==> config.mk <==
export PLATFORM = sky130hd
export DESIGN_NAME = bitmap_block_allocator
export DESIGN_NICKNAME = d
export VERILOG_FILES = /design/src/design/bba_pkg.sv /design/src/design/bba_map.sv /design/src/design/bitmap_block_allocator.sv
export SDC_FILE = /design/constraint.sdc
export NUM_CORES = 2
export LEC_CHECK = 0
export BUFFER_PORTS_ARGS = -buffer_cell sky130_fd_sc_hd__buf_2
export CAP_MARGIN = 25
export CORE_ASPECT_RATIO = 1.25
export CORE_MARGIN = 1.5
export CORE_UTILIZATION = 55
export DETAILED_ROUTE_END_ITERATION = 8
export GPL_TIMING_DRIVEN = 0
export HOLD_SLACK_MARGIN = 0.03
export PLACE_DENSITY = 0.71
export SLEW_MARGIN = 25
export SYNTH_ARGS = -nofsm -noshare
export SYNTH_HDL_FRONTEND = slang
export SYNTH_SLANG_ARGS = --single-unit
==> constraint.sdc <==
create_clock -name clk_i -period 7.7 [get_ports clk_i]
set_input_delay 1.155 -clock clk_i [delete_from_list [all_inputs] [get_ports clk_i]]
set_output_delay 1.155 -clock clk_i [all_outputs]
set_load 0.02 [all_outputs]
==> src/design/bba_pkg.sv <==
// Shared types, constants and a helper function of the bitmap block allocator.
`default_nettype none
package bba_pkg;

  // Map geometry.
  localparam int MapWords  = 32;
  localparam int WordBits  = 32;
  localparam int AddrW     = $clog2(MapWords);
  localparam int BitW      = $clog2(WordBits);
  localparam int ActiveW   = $clog2(MapWords + 1);

  // Field widths.
  localparam int CmdW      = 2;
  localparam int IndexW    = 10;
  localparam int OffsetW   = 26;
  localparam int CountW    = 11;
  localparam int BytesW    = 17;
  localparam int CfgIdxW   = 2;

  // Reset values of the configuration registers.
  localparam logic [BytesW-1:0]  BytesReset  = BytesW'(16);
  localparam logic [ActiveW-1:0] ActiveReset = ActiveW'(MapWords);

  typedef enum logic [CmdW-1:0] {
    CMD_ALLOC = 2'd0,
    CMD_FREE  = 2'd1,
    CMD_CLEAR = 2'd2
  } cmd_e;

  typedef enum logic [1:0] {
    STAT_OK   = 2'd0,
    STAT_FULL = 2'd1,
    STAT_BAD  = 2'd2
  } status_e;

  typedef enum logic [CfgIdxW-1:0] {
    CFG_BLOCK_BYTES  = 2'd0,
    CFG_ACTIVE_WORDS = 2'd1
  } cfg_idx_e;

  // Access request from the control logic to the bitmap store.
  typedef struct packed {
    logic                rd_en;
    logic [AddrW-1:0]    rd_addr;
    logic                wr_en;
    logic [AddrW-1:0]    wr_addr;
    logic [WordBits-1:0] wr_data;
    logic                clear;
  } map_req_t;

  // Position of the lowest set bit of a word; zero for an empty word.
  function automatic logic [BitW-1:0] lowest_set(input logic [WordBits-1:0] word);
    logic [BitW-1:0] pos;
    logic            found;
    pos   = '0;
    found = 1'b0;
    for (int i = 0; i < WordBits; i++) begin
      if (!found && word[i]) begin
        pos   = BitW'(i);
        found = 1'b1;
      end
    end
    return pos;
  endfunction

endpackage
`default_nettype wire

==> src/design/bba_map.sv <==
// Bitmap store: one word memory with per-word valid bits that stand for the refill value.
`default_nettype none
module bba_map (
  input  wire logic                              clk_i,
  input  wire logic                              rst_ni,
  input  wire bba_pkg::map_req_t                 req_i,
  input  wire logic [bba_pkg::ActiveW-1:0]       active_words_i,
  output logic      [bba_pkg::WordBits-1:0]      rd_word_o
);

  logic [bba_pkg::WordBits-1:0] mem [bba_pkg::MapWords];
  logic [bba_pkg::MapWords-1:0] vld_q;
  logic [bba_pkg::WordBits-1:0] rd_data_q;
  logic [bba_pkg::AddrW-1:0]    rd_addr_q;
  logic                         rd_vld_q;

  // Word memory: one write and one registered read per cycle.
  always_ff @(posedge clk_i) begin
    if (req_i.wr_en) begin
      mem[req_i.wr_addr] <= req_i.wr_data;
    end
    if (req_i.rd_en) begin
      rd_data_q <= mem[req_i.rd_addr];
    end
  end

  // Valid bits: a word never written since the last refill reads as its fill value.
  always_ff @(posedge clk_i or negedge rst_ni) begin
    if (!rst_ni) begin
      vld_q     <= '0;
      rd_addr_q <= '0;
      rd_vld_q  <= 1'b0;
    end else begin
      if (req_i.clear) begin
        vld_q <= '0;
      end else if (req_i.wr_en) begin
        vld_q[req_i.wr_addr] <= 1'b1;
      end
      if (req_i.rd_en) begin
        rd_addr_q <= req_i.rd_addr;
        rd_vld_q  <= vld_q[req_i.rd_addr];
      end
    end
  end

  // Words in use refill to all ones, the rest to zero.
  always_comb begin
    if (rd_vld_q) begin
      rd_word_o = rd_data_q;
    end else if (bba_pkg::ActiveW'(rd_addr_q) < active_words_i) begin
      rd_word_o = '1;
    end else begin
      rd_word_o = '0;
    end
  end

endmodule
`default_nettype wire

==> src/design/bitmap_block_allocator.sv <==
// Top level of the bitmap block allocator: command sequencer, counters and result register.
//
//  Channel  Direction  Handshake              Payload
//  in       sink       in_valid_i/in_ready_o  cmd_i, block_index_i
//  out      source     out_valid_o/out_ready_i status_o, alloc_index_o, byte_offset_o,
//                                             free_count_o
//  cfg      sink       cfg_valid_i/cfg_ready_o cfg_index_i, cfg_data_i
//
// One command at a time. Clear, unused commands, a full pool and an out-of-range free go
// straight to the done state; a free passes through the bitmap read-modify-write state; an
// alloc scans one word per cycle from the memory, then forms the byte offset in a multiply state.
// After reset the map reads as all free through per-word valid bits; there is no clearing pass.
// A result that is not taken holds the sequencer in its final state; the next command is
// accepted once the result register has been loaded.
`default_nettype none
module bitmap_block_allocator (
  input  wire logic                              clk_i,
  input  wire logic                              rst_ni,
  // Command channel.
  input  wire logic                              in_valid_i,
  output logic                                   in_ready_o,
  input  wire logic [bba_pkg::CmdW-1:0]          cmd_i,
  input  wire logic [bba_pkg::IndexW-1:0]        block_index_i,
  // Result channel.
  output logic                                   out_valid_o,
  input  wire logic                              out_ready_i,
  output logic      [1:0]                        status_o,
  output logic      [bba_pkg::IndexW-1:0]        alloc_index_o,
  output logic      [bba_pkg::OffsetW-1:0]       byte_offset_o,
  output logic      [bba_pkg::CountW-1:0]        free_count_o,
  // Configuration channel.
  input  wire logic                              cfg_valid_i,
  output logic                                   cfg_ready_o,
  input  wire logic [bba_pkg::CfgIdxW-1:0]       cfg_index_i,
  input  wire logic [bba_pkg::BytesW-1:0]        cfg_data_i
);

  typedef enum logic [2:0] {
    S_IDLE,
    S_SCAN,
    S_FREE,
    S_MUL,
    S_DONE
  } state_e;

  localparam int ProdW = bba_pkg::IndexW + bba_pkg::BytesW;

  state_e                             state_q;
  logic [bba_pkg::BytesW-1:0]         block_bytes_q;
  logic [bba_pkg::ActiveW-1:0]        active_q;
  logic [bba_pkg::AddrW-1:0]          cursor_q;
  logic [bba_pkg::CountW-1:0]         free_total_q;
  logic [bba_pkg::AddrW-1:0]          scan_w_q;
  logic [bba_pkg::IndexW-1:0]         blk_q;
  logic [bba_pkg::IndexW-1:0]         gidx_q;
  logic [bba_pkg::OffsetW-1:0]        off_q;
  bba_pkg::status_e                   stat_q;
  logic                               out_valid_q;
  logic [1:0]                         out_status_q;
  logic [bba_pkg::IndexW-1:0]         out_index_q;
  logic [bba_pkg::OffsetW-1:0]        out_offset_q;
  logic [bba_pkg::CountW-1:0]         out_count_q;

  bba_pkg::map_req_t                  map_req;
  logic [bba_pkg::WordBits-1:0]       map_word;
  logic                               in_fire;
  logic                               cfg_fire;
  logic [bba_pkg::AddrW-1:0]          start_w;
  logic [bba_pkg::AddrW-1:0]          next_w;
  logic [bba_pkg::BitW-1:0]           low_bit;
  logic                               word_nz;
  logic                               in_range;
  logic                               blk_set;
  logic [ProdW-1:0]                   prod;
  logic [bba_pkg::ActiveW-1:0]        cfg_active;
  logic                               load_out;

  assign in_ready_o  = (state_q == S_IDLE);
  assign cfg_ready_o = 1'b1;
  assign in_fire     = in_valid_i & in_ready_o;
  assign cfg_fire    = cfg_valid_i & cfg_ready_o;

  // Scan helpers: start word, wrapped next word, lowest free bit.
  assign start_w  = (bba_pkg::ActiveW'(cursor_q) >= active_q) ? '0 : cursor_q;
  assign next_w   = (bba_pkg::ActiveW'(scan_w_q) + bba_pkg::ActiveW'(1) >= active_q)
                    ? '0 : scan_w_q + bba_pkg::AddrW'(1);
  assign low_bit  = bba_pkg::lowest_set(map_word);
  assign word_nz  = |map_word;
  assign in_range = (bba_pkg::ActiveW'(block_index_i[bba_pkg::IndexW-1:bba_pkg::BitW])
                     < active_q);
  assign blk_set  = map_word[blk_q[bba_pkg::BitW-1:0]];
  assign prod     = ProdW'(gidx_q) * ProdW'(block_bytes_q);
  assign load_out = (state_q == S_DONE) && (!out_valid_q || out_ready_i);

  // Clamp a written pool size to one through the map depth.
  always_comb begin
    if (cfg_data_i[bba_pkg::ActiveW-1:0] == '0) begin
      cfg_active = bba_pkg::ActiveW'(1);
    end else if (cfg_data_i[bba_pkg::ActiveW-1:0] > bba_pkg::ActiveW'(bba_pkg::MapWords)) begin
      cfg_active = bba_pkg::ActiveW'(bba_pkg::MapWords);
    end else begin
      cfg_active = cfg_data_i[bba_pkg::ActiveW-1:0];
    end
  end

  // Bitmap accesses issued by the sequencer.
  always_comb begin
    map_req = '0;
    case (state_q)
      S_IDLE: begin
        if (in_fire) begin
          if (cmd_i == bba_pkg::CMD_ALLOC && free_total_q != '0) begin
            map_req.rd_en   = 1'b1;
            map_req.rd_addr = start_w;
          end else if (cmd_i == bba_pkg::CMD_FREE && in_range) begin
            map_req.rd_en   = 1'b1;
            map_req.rd_addr = block_index_i[bba_pkg::IndexW-1:bba_pkg::BitW];
          end
          map_req.clear = (cmd_i == bba_pkg::CMD_CLEAR);
        end
      end
      S_SCAN: begin
        if (word_nz) begin
          map_req.wr_en   = 1'b1;
          map_req.wr_addr = scan_w_q;
          map_req.wr_data = map_word & ~(bba_pkg::WordBits'(1) << low_bit);
        end else begin
          map_req.rd_en   = 1'b1;
          map_req.rd_addr = next_w;
        end
      end
      S_FREE: begin
        if (!blk_set) begin
          map_req.wr_en   = 1'b1;
          map_req.wr_addr = blk_q[bba_pkg::IndexW-1:bba_pkg::BitW];
          map_req.wr_data = map_word | (bba_pkg::WordBits'(1) << blk_q[bba_pkg::BitW-1:0]);
        end
      end
      default: begin
      end
    endcase
    if (cfg_fire && cfg_index_i == bba_pkg::CFG_ACTIVE_WORDS) begin
      map_req.clear = 1'b1;
    end
  end

  bba_map u_map (
    .clk_i          (clk_i),
    .rst_ni         (rst_ni),
    .req_i          (map_req),
    .active_words_i (active_q),
    .rd_word_o      (map_word)
  );

  // Sequencer, counters, configuration registers and result register.
  always_ff @(posedge clk_i or negedge rst_ni) begin
    if (!rst_ni) begin
      state_q       <= S_IDLE;
      block_bytes_q <= bba_pkg::BytesReset;
      active_q      <= bba_pkg::ActiveReset;
      cursor_q      <= '0;
      free_total_q  <= bba_pkg::CountW'(bba_pkg::MapWords * bba_pkg::WordBits);
      scan_w_q      <= '0;
      blk_q         <= '0;
      gidx_q        <= '0;
      off_q         <= '0;
      stat_q        <= bba_pkg::STAT_OK;
      out_valid_q   <= 1'b0;
      out_status_q  <= '0;
      out_index_q   <= '0;
      out_offset_q  <= '0;
      out_count_q   <= '0;
    end else begin
      case (state_q)
        S_IDLE: begin
          if (in_fire) begin
            blk_q  <= block_index_i;
            gidx_q <= '0;
            off_q  <= '0;
            stat_q <= bba_pkg::STAT_OK;
            case (cmd_i)
              bba_pkg::CMD_ALLOC: begin
                if (free_total_q == '0) begin
                  stat_q  <= bba_pkg::STAT_FULL;
                  state_q <= S_DONE;
                end else begin
                  scan_w_q <= start_w;
                  state_q  <= S_SCAN;
                end
              end
              bba_pkg::CMD_FREE: begin
                if (in_range) begin
                  state_q <= S_FREE;
                end else begin
                  stat_q  <= bba_pkg::STAT_BAD;
                  state_q <= S_DONE;
                end
              end
              bba_pkg::CMD_CLEAR: begin
                cursor_q     <= '0;
                free_total_q <= bba_pkg::CountW'(active_q) * bba_pkg::CountW'(bba_pkg::WordBits);
                state_q      <= S_DONE;
              end
              default: begin
                stat_q  <= bba_pkg::STAT_BAD;
                state_q <= S_DONE;
              end
            endcase
          end
        end
        S_SCAN: begin
          if (word_nz) begin
            free_total_q <= free_total_q - bba_pkg::CountW'(1);
            cursor_q     <= scan_w_q;
            gidx_q       <= bba_pkg::IndexW'({scan_w_q, low_bit});
            state_q      <= S_MUL;
          end else begin
            scan_w_q <= next_w;
          end
        end
        S_FREE: begin
          if (blk_set) begin
            stat_q <= bba_pkg::STAT_BAD;
          end else begin
            free_total_q <= free_total_q + bba_pkg::CountW'(1);
          end
          state_q <= S_DONE;
        end
        S_MUL: begin
          off_q   <= prod[bba_pkg::OffsetW-1:0];
          state_q <= S_DONE;
        end
        S_DONE: begin
          if (load_out) begin
            state_q <= S_IDLE;
          end
        end
        default: begin
          state_q <= S_IDLE;
        end
      endcase

      // Result register: load a finished beat, drop it once taken.
      if (load_out) begin
        out_valid_q  <= 1'b1;
        out_status_q <= stat_q;
        out_index_q  <= gidx_q;
        out_offset_q <= off_q;
        out_count_q  <= free_total_q;
      end else if (out_ready_i) begin
        out_valid_q <= 1'b0;
      end

      // Configuration writes; a new pool size refills the map.
      if (cfg_fire) begin
        case (cfg_index_i)
          bba_pkg::CFG_BLOCK_BYTES: begin
            block_bytes_q <= cfg_data_i;
          end
          bba_pkg::CFG_ACTIVE_WORDS: begin
            active_q     <= cfg_active;
            cursor_q     <= '0;
            free_total_q <= bba_pkg::CountW'(cfg_active) * bba_pkg::CountW'(bba_pkg::WordBits);
          end
          default: begin
          end
        endcase
      end
    end
  end

  assign out_valid_o   = out_valid_q;
  assign status_o      = out_status_q;
  assign alloc_index_o = out_index_q;
  assign byte_offset_o = out_offset_q;
  assign free_count_o  = out_count_q;

endmodule
`default_nettype wire

# == Yosys cells after proc, flatten, opt, wreduce, memory -nomap -nowiden ==
# Memories as Yosys holds them, arrays and structs flattened. A register that Yosys moved wholly into a read port is not among the register bits.
# Cells that the tools add are included.
# word_totals
memories,1
register_bits,183
ramBits,1024
in_bits,36
out_inout_bits,52
elab_cells,271
# mem_list
memory,words,word_bits,rd,rd_ports_with_merged_regs,wr,line,source
u_map.mem,32,32,1,1,1,bba_map.sv:11,logic [bba_pkg::WordBits-1:0] mem [bba_pkg::MapWords];
# op_classes
n_eq_ne,14
bitwise_logic,5
n_lt_le_gt_ge,9
reduce_logical,90
add_sub_neg,4
muxes,127
n_mul,1
n_shift,2
# ops
operator,count
two-way mux 5 bit,40
two-way mux 32 bit,4
two-way mux 38 bit,2
case mux 38 bit (2 select lines),1
two-way mux 11 bit,6
OR 32 bit,2
"left shift 1 x 5 -> 32 bit, first input constant",2
case mux 26 bit (2 select lines),1
two-way mux 1 bit,43
logical AND 1 bit,36
two-way mux 6 bit,6
case mux 11 bit (3 select lines),1
AND 32 bit,1
zero test 1 bit,32
NOT 32 bit,1
OR reduction 32 bit,1
multiplier 10 x 17 -> 26 bit,1
two-way mux 26 bit,1
two-way mux 10 bit,2
case mux 10 bit (2 select lines),1
case mux 5 bit (2 select lines),2
"less-than comparator 5 x 6 -> 1 bit, second input constant",3
two-way mux 3 bit,5
less-than comparator 5 x 6 -> 1 bit,2
other kinds (35),56

# == Longest topological paths before layout ==
# depth
depth_word,109
ltp_mapped,21
ltp_nobuf,20

# == Cells and area by module ==
# Synthesis repeated with hierarchy kept, for this count alone.
# unflattened
hier_cells,3233
hier_area_um2,55318.1
# modules_own_cells
module,area_per_inst_um2,cells_per_inst,n_inst,seq_area_each_um2
bba_map,41887.7,1753,1,32661.3
bitmap_block_allocator,13430.4,1480,1,3632.2

# == Least setup slack after synthesis ==
# Ideal clock, no wire load.
# synth_timing
path_type,flip-flop to flip-flop
startpoint,reg gidx_q[2] in the netlist's numbering
endpoint,reg off_q[25] in the netlist's numbering
slack_ns,2.027
arrival_time_ns,5.538
n_path_buf,2
period_less_slack_ns,5.673
setup_time_ns,0.135
stages_incl_launch_ff,20
t_required_ns,7.565
path_cell_list,dfrtp_1 > clkbuf_1 > buf_1 > nand2_1 > fa_1 > inv_1 > fa_1 > fa_1 > fa_1 > fa_1 > ha_1 > a21o_1 > a21o_1 > a21oi_1 > o22ai_1 > o311ai_0 > nand4_1 > a31oi_1 > xnor2_1 > o21ai_0
# synth_via
elab_chain_cells,2
# synth_lines
item,line,source
from (decl),bitmap_block_allocator.sv:55,logic [bba_pkg::IndexW-1:0] gidx_q;
from (signal assigned),bitmap_block_allocator.sv:215,"gidx_q <= bba_pkg::IndexW'({scan_w_q, low_bit});"
multiplier 10 x 17 -> 26 bit,bitmap_block_allocator.sv:92,assign prod = ProdW'(gidx_q) * ProdW'(block_bytes_q);
case mux 26 bit (2 select lines),bitmap_block_allocator.sv:174,case (state_q)
to (signal assigned),bitmap_block_allocator.sv:230,off_q <= prod[bba_pkg::OffsetW-1:0];
to (decl),bitmap_block_allocator.sv:56,logic [bba_pkg::OffsetW-1:0] off_q;
# Every way passes these cells.
# A chain may end at the register's enable or synchronous reset.

# == Worst setup path in the final report ==
# layout_timing
startpoint,reg gidx_q[2] in the netlist's numbering
endpoint,reg off_q[23] in the netlist's numbering
# Same word-level chain as after synthesis.

==> run_results.csv <==
group,metric,value,unit
outcome,status,"finished, final reports clean",
detailed_routing,vias,37400,
synth,synth_top_cell_area_share,55.15,%
floorplan,rows,132,
cells_and_area,drive_gt1_share,15.76,%
sta,finClkSkew,41.08,ps
synth,synth_nets,4208,
critical_path,cp_cell_sequence,"clkbuf_1, buf_1, nand2_1, fa_1, inv_1, fa_1, fa_1, fa_1, fa_1, ha_1, a21o_1, a21o_1, a21oi_1, o22ai_1, o311ai_0, nand3_1, a31oi_1, xor2_1, o21ai_0",
cells_and_area,multiInputGateArea,0.02014,mm^2
cts,post_cts_buffers,0,
sta,max-slew-margin-rel,25.60,%
detailed_routing,wl_per_cell,31.38,um
sta,rsz0062_at_grt,"no",
grt,grt_pass1_wl,255500,um
critical_path,startpoint_type,"register",
critical_path,cp.arrival,7560,ps
power,ir_drop,0.0002092,V
sta,hold_slack,290.1,ps
sta,tightest_slew,1106,ps
critical_path,critPathMaxFanout,10,
grt,gr-total-overflow,0,
detailed_routing,ant_nets,0,
sta,fmax,143.6,MHz
detailed_routing,first_iter_violations,4609,
sta,hold_viol_final,0,
critical_path,cpPeakStageDelay,750,ps
sta,setup_slack,737.8,ps
floorplan,core_area,0.1036,mm^2
run,drv_cap,0,
floorplan,io_pins,88,
placed_design,place_area,0.06251,mm^2
synth,syn_area,0.05750,mm^2
cells_and_area,stdcell_area,0.06626,mm^2
critical_path,path_common_cell,"fa_1",
synth,synthCells,3974,
cts,clock_sinks,1239,
sta,slew_viol_final,0,
sta,post-route-period-util,90.42,%
worst_hold_path,hp-class,"primary input to asynchronous set/reset pin",
cts,cts-root-buf,"clkbuf_16",
sta,finalSetupTns,0,ps
cts,clkLatencyLatePin,740,ps
synth,avgSynthCellArea,14.47,um^2
sta,final.min_clock_period,6962,ps
power,p_leak,23.25,nW
synth,synth_top_cell_by_area,"edfxtp_1",
critical_path,timing.rr.start,"gidx_q[2]",
floorplan,initial_core_util,55.53,%
placed_design,io_buffers,86,
detailed_routing,vias_per_cell,6.518,
cells_and_area,regArea,0.03629,mm^2
cts,numCtsBuffers,114,
cts,cts_tree,"yes",
synth,synth-main-ff-cell,"edfxtp_1",
cts,cts_max_level,3,
cells_and_area,fillCellCount,7491,
cells_and_area,stdcell_count,5737,
cells_and_area,post-route-util,63.98,%
synth,synth_edf_count,1056,
synth,synth_cell_types,95,
cts,cts_resized,0,
floorplan,dieArea,0.1065,mm^2
detailed_routing,drt_first_pass_iters,6,
grt,grt_start_max_net_pins,82,
critical_path,r2r_setup_slack,740,ps
critical_path,slowest_stage,"o311ai_0",
critical_path,worstSetupPathType,"register to register",
critical_path,r2r_cells,19,
synth,netlist_top_cells_area,"edfxtp_1 (55%), mux2i_1 (13%), dfrtp_1 (7.8%)",
critical_path,critPathCaptureType,"register",
placed_design,dp_worst_setup_slack,820.3,ps
cts,clk_pin_slew,70,ps
synth,yosysSeqAreaShare,63.12,%
cells_and_area,fin_nets,4532,
cts,hold_buffers,0,
power,total_power,22.46,mW
placed_design,gp_congestion,0.9785,
critical_path,cp.required,8290,ps
critical_path,r2r-end,"off_q[23]",
synth,yosysWarnings,0,
critical_path,path_buf_inv,3,
synth,synth_seq_cells,1239,
detailed_routing,drt-total-wl,180000,um
cells_and_area,synthToLayoutAreaGrowth,15.23,%
placed_design,hpwl,126800,um
floorplan,die_y,364.5,um
cts,cts_buffer_depth,3,
placed_design,dp.cells,5522,
grt,antenna_found_initial,5,
grt,grt_pass1_vias,36700,
floorplan,die_w,292.2,um
power,power_per_cell_area,339.0,mW/mm^2
critical_path,cp_top_family,"adder cells",
grt,grt.total_usage,33.85,%
synth,async_flop_share,14.77,%
sta,setup_viol,0,
detailed_routing,drc_errors,0,
[where the power goes]
part	internal, mW	switching [mW]
sequential	8.51	0.352
clock	3.12	2.53
combinational	2.64	5.31
total	14.3	8.19
[area by class of cell]
type	instances	area share, %
flip-flops and latches	1239	54.78
multi-input cells	2351	30.40
clock buffers	138	4.526
repair buffers	208	4.079
well taps	1340	2.530
plain buffers	225	1.707
clock inverters	76	1.073
inverters	159	0.9008
diodes	1	0.003777
[worst register-to-register path, cell delays in order (launching register included)]
cell and delay, ps:
dfrtp_1 320, clkbuf_1 590, buf_1 520, nand2_1 150, fa_1 530, inv_1 50, fa_1 480, fa_1 570
fa_1 430, fa_1 470, ha_1 360, a21o_1 200, a21o_1 180, a21oi_1 280, o22ai_1 170, o311ai_0 760
nand3_1 170, a31oi_1 240, xor2_1 260, o21ai_0 110
[routing by layer]
metal  global-route usage, %  vias up  part of all wire [%]
li1                        -    15660                     -
met3                   5.844      588                   9.0
met4                   18.94        4                   6.4
met2                   58.06     2240                    49
met1                   40.67    18910                    35
met5                       0        -                 0.017
[cell usage after synthesis (all sizes together) (60+ instances only)]
| library cell | instances |
|---|---|
| nand2 | 267 |
| inv | 159 |
| nand3 | 60 |
| buf | 127 |
| clkbuf | 98 |
| mux2i | 761 |
| nor2 | 120 |
| edfxtp | 1056 |
| a21oi | 95 |
| o21ai | 113 |
| ha | 81 |
| mux2 | 61 |
| and2 | 77 |
| dfrtp | 180 |
| o22ai | 135 |
| fa | 117 |
[flip-flops by register name (all words and copies together) (netlist names), 6 cells and up]
name and flops:
byte_offset_o 26, gidx_q 10, alloc_index_o 10, active_q 6, block_bytes_q 17, free_total_q 11
blk_q 10, free_count_o 11, u_map.mem 1024, off_q 26, u_map.vld_q 32, u_map.rd_data_q 32
[cells by family (layout without fill, tap and decap cells)]
| logic type | count (synthesis) | in the layout | share of synthesized area (%) |
|---|---|---|---|
| XOR/XNOR | 26 | 26 | 0.3960 |
| AO/OA/AOI/OAI | 573 | 573 | 6.545 |
| AND/OR/NAND/NOR | 722 | 722 | 6.315 |
| flip-flops | 1239 | 1239 | 63.12 |
| adder cells (fa/ha/maj) | 198 | 198 | 5.836 |
| other | 1 | 2 | 0.006522 |
| buffers and inverters | 384 | 806 | 2.990 |
| multiplexers | 831 | 831 | 14.79 |
[worst max path at each step]
| stage | from | end | slack (ps) | cells after the start |
|---|---|---|---|---|
| after detailed placement | gidx_q[2] | off_q[23] | 820 | 19 |
| after global placement | active_q[3] | u_map.mem[25][5] | -2700 | 12 |
| final | gidx_q[2] | off_q[23] | 740 | 19 |
| after global routing | gidx_q[2] | off_q[23] | 410 | 19 |
| after floorplan | gidx_q[2] | off_q[25] | 2030 | 19 |
| after CTS | gidx_q[2] | off_q[23] | 790 | 19 |
[cells in the final DEF, fill, tap and decap left out, types with 27 or more instances in the layout]
master / Yosys / layout
edfxtp_1: 1056 / 1056
mux2i_1: 761 / 761
nand2_1: 266 / 266
dfrtp_1: 180 / 180
inv_1: 159 / 158
buf_2: 72 / 158
o22ai_1: 134 / 132
fa_1: 117 / 117
clkbuf_16: 0 / 116
clkbuf_1: 98 / 112
o21ai_0: 105 / 101
nor2_1: 120 / 91
a21oi_1: 94 / 84
ha_1: 81 / 81
and2_1: 76 / 76
buf_4: 36 / 74
mux2_2: 61 / 61
nand3_1: 57 / 57
buf_16: 0 / 55
nor3_1: 37 / 31
nor4_1: 36 / 31
clkinv_1: 0 / 29
nor2_4: 0 / 28
a31oi_1: 31 / 27
Note: power is estimated with default switching activity, not from simulation.
